$ cat src/rtl/rqsr_pkg.sv
// ----------------------------------------------------------------------------
// rqsr_pkg: shared types for the shortest-remaining ready queue
// Record layout, operation and status codes, cell modes and sequencer states.
// ----------------------------------------------------------------------------
package rqsr_pkg;

   localparam int DEPTH = 16;
   localparam int IDX_W = $clog2(DEPTH);
   localparam int CNT_W = $clog2(DEPTH + 1);

   typedef struct packed {
      logic [7:0]  cpu;
      logic [31:0] turnaround;
      logic [31:0] finish;
      logic [31:0] remaining;
      logic [31:0] arrival;
      logic [31:0] burst;
      logic [15:0] pid;
   } rec_type;

   typedef struct packed {
      rec_type          rec;
      logic [CNT_W-1:0] occupancy;
      logic [3:0]       found;
      logic [1:0]       status;
   } rsp_type;

   typedef enum logic [2:0] {
      OP_INSERT   = 3'd0,
      OP_DELETE   = 3'd1,
      OP_READ     = 3'd2,
      OP_SHORTEST = 3'd3,
      OP_SORT     = 3'd4,
      OP_CLEAR    = 3'd5
   } op_type;

   typedef enum logic [1:0] {
      STAT_OK    = 2'd0,
      STAT_EMPTY = 2'd1,
      STAT_RANGE = 2'd2,
      STAT_FULL  = 2'd3
   } status_type;

   typedef enum logic [2:0] {
      CELL_HOLD,
      CELL_TAKE_PREV,
      CELL_TAKE_NEXT,
      CELL_SORT_LO,
      CELL_SORT_HI
   } cell_mode_type;

   typedef enum logic [1:0] {
      S_IDLE,
      S_SCAN,
      S_SORT
   } state_type;

endpackage

$ cat src/rtl/rqsr_cell.sv
// ----------------------------------------------------------------------------
// rqsr_cell: one record slot of the queue
// Holds a record, shifts from either neighbor, or does one compare-exchange
// step on pid with the neighbor it is paired with.
// ----------------------------------------------------------------------------
module rqsr_cell (
   input  logic                   clock,
   input  rqsr_pkg::cell_mode_type mode,
   input  rqsr_pkg::rec_type      prev_rec,
   input  rqsr_pkg::rec_type      next_rec,
   output rqsr_pkg::rec_type      rec
);

   rqsr_pkg::rec_type rec_ff;
   rqsr_pkg::rec_type rec_in;

   always_comb begin
      unique case (mode)
         rqsr_pkg::CELL_HOLD:      rec_in = rec_ff;
         rqsr_pkg::CELL_TAKE_PREV: rec_in = prev_rec;
         rqsr_pkg::CELL_TAKE_NEXT: rec_in = next_rec;
         rqsr_pkg::CELL_SORT_LO:   rec_in = (next_rec.pid < rec_ff.pid) ? next_rec : rec_ff;
         rqsr_pkg::CELL_SORT_HI:   rec_in = (rec_ff.pid < prev_rec.pid) ? prev_rec : rec_ff;
         default:                  rec_in = rec_ff;
      endcase
   end

   always_ff @(posedge clock) begin
      rec_ff <= rec_in;
   end

   assign rec = rec_ff;

endmodule

$ cat config.mk
export PLATFORM = sky130hd
export DESIGN_NAME = rqsr_cell
export DESIGN_NICKNAME = d
export VERILOG_FILES = /design/src/rtl/rqsr_pkg.sv /design/src/rtl/rqsr_cell.sv
export SDC_FILE = /design/constraint.sdc
export NUM_CORES = 1
export LEC_CHECK = 0
export BUFFER_PORTS_ARGS = -buffer_cell sky130_fd_sc_hd__clkbuf_2
export CORE_AREA = 5 5 212 214
export DETAILED_ROUTE_END_ITERATION = 10
export DIE_AREA = 0 0 217 219
export HOLD_SLACK_MARGIN = 0.03
export PLACE_DENSITY = 0.43
export SETUP_SLACK_MARGIN = 0.5
export SYNTH_ARGS = -nofsm -noshare
export SYNTH_HDL_FRONTEND = slang
export SYNTH_SLANG_ARGS = --single-unit
$ cat constraint.sdc
create_clock -name clock -period 28.7 [get_ports clock]
set_clock_uncertainty 0.1 [all_clocks]
set_input_delay 5.74 -clock clock [delete_from_list [all_inputs] [get_ports clock]]
set_output_delay 5.74 -clock clock [all_outputs]
set_load 0.01 [all_outputs]
==> metrics, run 1 <==
gpl congestion between 0.7 and 0.8; Worst Tran Pin Value 0.949 ns; status completed; Post-Synthesis Cells about 500; final setup fails 0; Leak about 0.0056 uW; TritonCTS clock tree built; Post-Layout Cell Count 1620; crit path DAT 9.15 ns; Slew Limit Fails 0; Post-synth ARST share 0; post-route design area 0.0125 sq mm; Gate power share 0.166; Critical Path Max Stage Delay 0.77 ns; Post-CTS Setup Bufs 0; row cnt between 70 and 80; Synth Warn # 0; sw power ~170 uW; dpl cells about 1600; first-pass GRT wire length about 42000 microns; hold-fix buffers at CTS 0; Core Area between 0.04 and 0.05 sq mm; number of synthesized register bits 184; placed cell area 0.0119 sq mm; drt first pass iters 4; Post-synth top cells edfxtp_1 (184), mux2_2 (173), inv_1 (32), ha_1 (30), buf_2 (14); Primary FF master, synth edfxtp_1; Synth Net Count roughly 900; fin crit share 0.320; Nets 1463; CTS clk-pin slew, worst paths roughly 0.070 ns; most frequent cell on the critical path buf_4; port bufs 555; Cell Area, Synth about 0.0085 sq mm; number of global-route vias before repair between 6000 and 7000; cell-internal power roughly 530 uW; routed wire length 29300 microns; Root Driver clkbuf_16; Yosys cell types 28; Slowest cell on crit path buf_4; H-tree Lvls 4; fmax approximately 110 MHz; pwr dens about 56 mW/mm^2; Num CTS Buffers 17; DRT antenna net count 0; DRT iter0 DRCs 198; Switching Fraction 0.248; Total Neg Setup Slack 0 ns; Layout Area Growth over Synthesis 47.3%; max-cap viol count 0; drt wl/cell about 18 microns; top-count cell post-synth edfxtp_1; Final Hold Viols 0; Req. time, crit path roughly 29 ns; RSZ-0062 raised after global routing false; post_cts resized 0; worst min-delay path class reg2reg; clock latency on the worst-skew pair ~0.44 ns; Num Clock Sinks 184; antenna fix cells 0; grt total ovfl 0; Setup Crit Path Kind in2reg; Slew HR 0.368; Die Wd approximately 220 microns; CP bufs+invs 3; Worst Setup End Kind register; CP Launch Type input port; die area between 0.04 and 0.05 sq mm; Initial Util 0.199; initial antenna violation count 1; total track usage 0.117; clock network power share 0.360; Reg power frac 0.475; Clock Path Buffers 2; max reg flops around 180; register area share after synthesis 0.650; dpl hpwl between 20000 and 25000 microns; dominant cells by area after synthesis edfxtp_1 (65%), mux2_2 (23%), ha_1 (4.4%), mux2_1 (1.5%), inv_1 (1.4%); VDD IR max about 0.000036 V; area share of the largest cell type after synthesis 0.650; # DRC 0; die height 219 microns; worst-path cell chain clkbuf_2 -> ha_1 -> a21oi_1 -> o21ai_1 -> a2111oi_0 -> a31oi_1 -> a211oi_4 -> buf_4 -> buf_4; leading area contributor after synthesis edfxtp_1; largest net degree at the start of global routing between 70 and 80; synthesized area per cell roughly 17 sq um; crit-path max FO 71; Final min period ~9 ns; Via density approximately 4; number of flops mapped to enable cells by yosys ~180; I/O pin cnt 556; layout cell share with drive strength beyond 1 0.715; Top Family by Delay on Critical Path compound AO/OA/AOI/OAI gates; Vias 6352
stage by stage:
| step | power, uW | setup WS, ns | hold WS (ns) | utilization |
|---|---|---|---|---|
| after floorplan | 399 | 13.84 | 2.10 | - |
| after global placement | 459 | 19.15 | 0.953 | 0.279 |
| after detailed placement | 459 | 19.04 | 1.01 | 0.279 |
| after CTS | 718 | 19.52 | 1.03 | 0.293 |
| after global routing | 739 | 19.25 | 1.11 | 0.293 |
| final | 703 | 19.51 | 1.01 | 0.293 |
power groups by stage:
stage                     logic (uW)  clock network, uW  registers, uW
after floorplan                 42.1                  0            357
after CTS                        119                265            334
final                            116                253            333
after global placement           120                  0            339
after global routing             127                275            336
after detailed placement         119                  0            340
cells in the final DEF (no fill, tap or decap), types with 2 or more instances in the layout:
| master | n |
|---|---|
| clkbuf_16 | 17 |
| o21ai_0 | 4 |
| a21oi_1 | 9 |
| nand2_1 | 9 |
| edfxtp_1 | 184 |
| clkinv_4 | 3 |
| nand4_1 | 2 |
| inv_1 | 32 |
| clkinv_2 | 3 |
| buf_4 | 5 |
| nor2_1 | 7 |
| clkinvlp_4 | 2 |
| mux2_1 | 11 |
| clkbuf_2 | 555 |
| nor3_1 | 2 |
| bufinv_16 | 4 |
| o21ai_1 | 2 |
| ha_1 | 30 |
| and4_1 | 2 |
| mux2_2 | 173 |
| nor2b_1 | 2 |
worst min-delay path, cell delays in order (launching register included):
cell	delay, ns
edfxtp_1	0.40
ha_1	0.16
inv_1	0.03
o311ai_0	0.17
a211oi_4	0.16
per-layer routing:
metal	part of all wire	global-route usage	vias to the layer above
li1	-	-	3039
met1	0.36	0.122	2975
met2	0.52	0.212	322
met3	0.10	0.0532	16
met4	0.012	0.0322	0
met5	0	0	-
cell type report:
| class | count | area (sq um) |
|---|---|---|
| timing repair buffer | 560 | 2820 |
| clock buffer | 17 | 425 |
| clock inverter | 15 | 200 |
| inverter | 32 | 120 |
| fill | 4437 | 30200 |
| tap | 546 | 683 |
| multi-input combinational | 266 | 2760 |
| sequential | 184 | 5530 |
worst paths after layout:
check                         start                 to  slack [ns]  cells past startpoint
setup reg to reg  rec[13]$_DFFE_PP_  rec[43]$_DFFE_PP_       24.47                      9
hold / removal     rec[9]$_DFFE_PP_   rec[9]$_DFFE_PP_        1.01                      4
hold reg to reg    rec[9]$_DFFE_PP_   rec[9]$_DFFE_PP_        1.01                      4
setup / recovery       next_rec[13]  rec[43]$_DFFE_PP_       19.51                      9
logic make-up (layout without fill, tap and decap cells):
group	after synthesis	count (layout)	share of synthesized area
AND/OR/NAND/NOR	28	28	0.0163
buffers and inverters	52	624	0.0277
flip-flops	184	184	0.650
adder cells (fa/ha/maj)	30	30	0.0441
AO/OA/AOI/OAI	24	24	0.0187
multiplexers	184	184	0.244
No activity file was read; power rests on OpenSTA's default activity.
==> inputs of run 2 (changes only) <==
--- a/config.mk
+++ b/config.mk
@@ -6,9 +6,9 @@
 export NUM_CORES = 1
 export LEC_CHECK = 0
 export BUFFER_PORTS_ARGS = -buffer_cell sky130_fd_sc_hd__clkbuf_2
-export CORE_AREA = 5 5 212 214
+export CORE_AREA = 5 5 213 215
 export DETAILED_ROUTE_END_ITERATION = 10
-export DIE_AREA = 0 0 217 219
+export DIE_AREA = 0 0 218 220
 export HOLD_SLACK_MARGIN = 0.03
 export PLACE_DENSITY = 0.43
 export SETUP_SLACK_MARGIN = 0.5
==> constraint.sdc (replaced) <==
create_clock -name clock -period 8.7 [get_ports clock]
set_clock_uncertainty 0.1 [all_clocks]
set_input_delay 1.74 -clock clock [delete_from_list [all_inputs] [get_ports clock]]
set_output_delay 1.74 -clock clock [all_outputs]
set_load 0.01 [all_outputs]
==> run 2 against run 1 <==
Net effect:
- die area is 0.92% higher
- via count is 0.22% lower
- combinational power grew to 3.3 times the previous value
- design area is 0.18% lower
- final cell count is 2.9% higher
- power grew to 3.2 times the previous value
- register-to-register slack worse by 19 ns
- wire length is 0.33% lower
- worst hold slack better by 0.20 ns
- global-route usage hardly changed
- critical path type unchanged
- critical endpoint is now rec[62]$_DFFE_PP_
==> metrics, run 2 (synthesis gave the netlist of run 1 again) <==
VDD IR max 0.000121 V; row cnt 77; worst hold path depth 5; Clock Path Buffers 2; setup slack, reg-to-reg 5.09 ns; largest net degree at the start of global routing 80; routed wire length a little under 30000 microns; Via density around 3.8; DRT iter0 DRCs 225; CP bufs+invs 3; Vias about 6300; multi-input combinational cell area about 0.0028 sq mm; DRT antenna net count 0; # DRC 0; worst-path cell chain clkbuf_2 -> ha_1 -> a21oi_2 -> o21ai_1 -> a2111oi_0 -> a31oi_1 -> a211oi_4 -> buf_4 -> buf_4; Setup Crit Path Kind in2reg; fin crit share 0.522; dpl hpwl ~24000 microns; crit-path max FO 79; clock latency on the worst-skew pair 0.46 ns; CTS clk-pin slew, worst paths around 0.070 ns; worst min-delay path class reg2reg; antenna fix cells 0; final setup fails 0; pwr dens roughly 180 mW/mm^2; Leak 0.00561 uW; Critical Path Max Stage Delay approximately 0.78 ns; Die Wd 218 microns; post_cts resized 0; number of global-route vias before repair between 6000 and 7000; Final Hold Viols 0; reg2reg end rec[62]$_DFFE_PP_; drt wl/cell around 18 microns; Num CTS Buffers 17; Slowest cell on crit path buf_4; Total Neg Setup Slack 0 ns; Post-Layout Cell Count between 1500 and 2000; layout cell share with drive strength beyond 1 0.711; status completed; Worst Setup End Kind register; drt first pass iters 4; total track usage 0.117; Final min period roughly 4.5 ns; Initial Util 0.195; Worst R2R Start rec[15]$_DFFE_PP_; worst-case hold path end point rec[9]$_DFFE_PP_; die area 0.0480 sq mm; post-route design area 0.0125 sq mm; Nets 1464; crit path DAT 4.53 ns; Num Clock Sinks about 180; die height between 200 and 250 microns; worst hold path startpoint rec[9]$_DFFE_PP_; fmax 220 MHz; Worst Tran Pin Value just over 1 ns; Core Area between 0.04 and 0.05 sq mm; most frequent cell on the critical path buf_4; Slew Limit Fails 0; first-pass GRT wire length approximately 41000 microns; TritonCTS clock tree built; grt total ovfl 0; CP Launch Type input port; Req. time, crit path 8.70 ns; port bufs between 500 and 600; most common cell after layout, fill and taps aside clkbuf_2; max-cap viol count 0; Slew HR 0.308; Filler cells 4597; hold_ws 1.21 ns; max reg flops ~180; gpl congestion approximately 0.78; placed cell area roughly 0.012 sq mm; dpl cells around 1600; initial antenna violation count 0; Post-CTS Setup Bufs 0; Top Family by Delay on Critical Path buffers and inverters; I/O pin cnt 556; H-tree Lvls 4; Root Driver clkbuf_16; RSZ-0062 raised after global routing false; worst r2r path cells 9; commonest non-fill, non-tap cells in the layout clkbuf_2 (555), edfxtp_1 (184), mux2_2 (173), inv_1 (32), ha_1 (30); FF/Latch Area around 0.0055 sq mm; Layout Area Growth over Synthesis 47.0%; CP startpoint next_rec[15]; post-layout util 0.287; hold-fix buffers at CTS 0
run 2: power breakdown:
part,internal [uW],switching [uW],total (uW)
Sequential,1080,24.8,1100
Clock,390,340,730
Combinational,184,201,385
run 2: layout make-up:
cell class              instances  area share
flip-flops and latches        184       0.442
inverters                      32     0.00960
repair buffers                561       0.226
well taps                     592      0.0592
clock buffers                  19      0.0346
clock inverters                13     0.00840
multi-input cells             266       0.221
run 2: metrics by stage:
step,power [uW],worst slack (ns)
after detailed placement,1520,3.64
after global routing,2340,4.05
after CTS,2270,4.19
final,2220,4.16
after floorplan,1310,0.610
after global placement,1520,3.63
run 2: routing by layer:
layer	wire, microns	vias up	part of all wire	GRT usage
met5	0	-	0	0
met4	637	0	0.022	0.0465
met3	3170	33	0.11	0.0598
met2	15300	345	0.52	0.206
met1	10100	2912	0.35	0.119
li1	-	3048	-	-
run 2: worst max-delay path by stage:
stage / cells past startpoint / end / slack (ns)
global route: 9 / rec[103]$_DFFE_PP_ / 4.05
detailed placement: 9 / rec[103]$_DFFE_PP_ / 3.64
CTS: 9 / rec[59]$_DFFE_PP_ / 4.19
floorplan: 7 / rec[0]$_DFFE_PP_ / 0.61
global placement: 9 / rec[102]$_DFFE_PP_ / 3.63
finish: 9 / rec[62]$_DFFE_PP_ / 4.16
run 2: tightest hold or removal path, cell delays in order (launching register included):
cell	delay, ns
edfxtp_1	0.41
ha_1	0.16
inv_1	0.03
o311ai_0	0.20
a211oi_4	0.10
buf_4	0.22
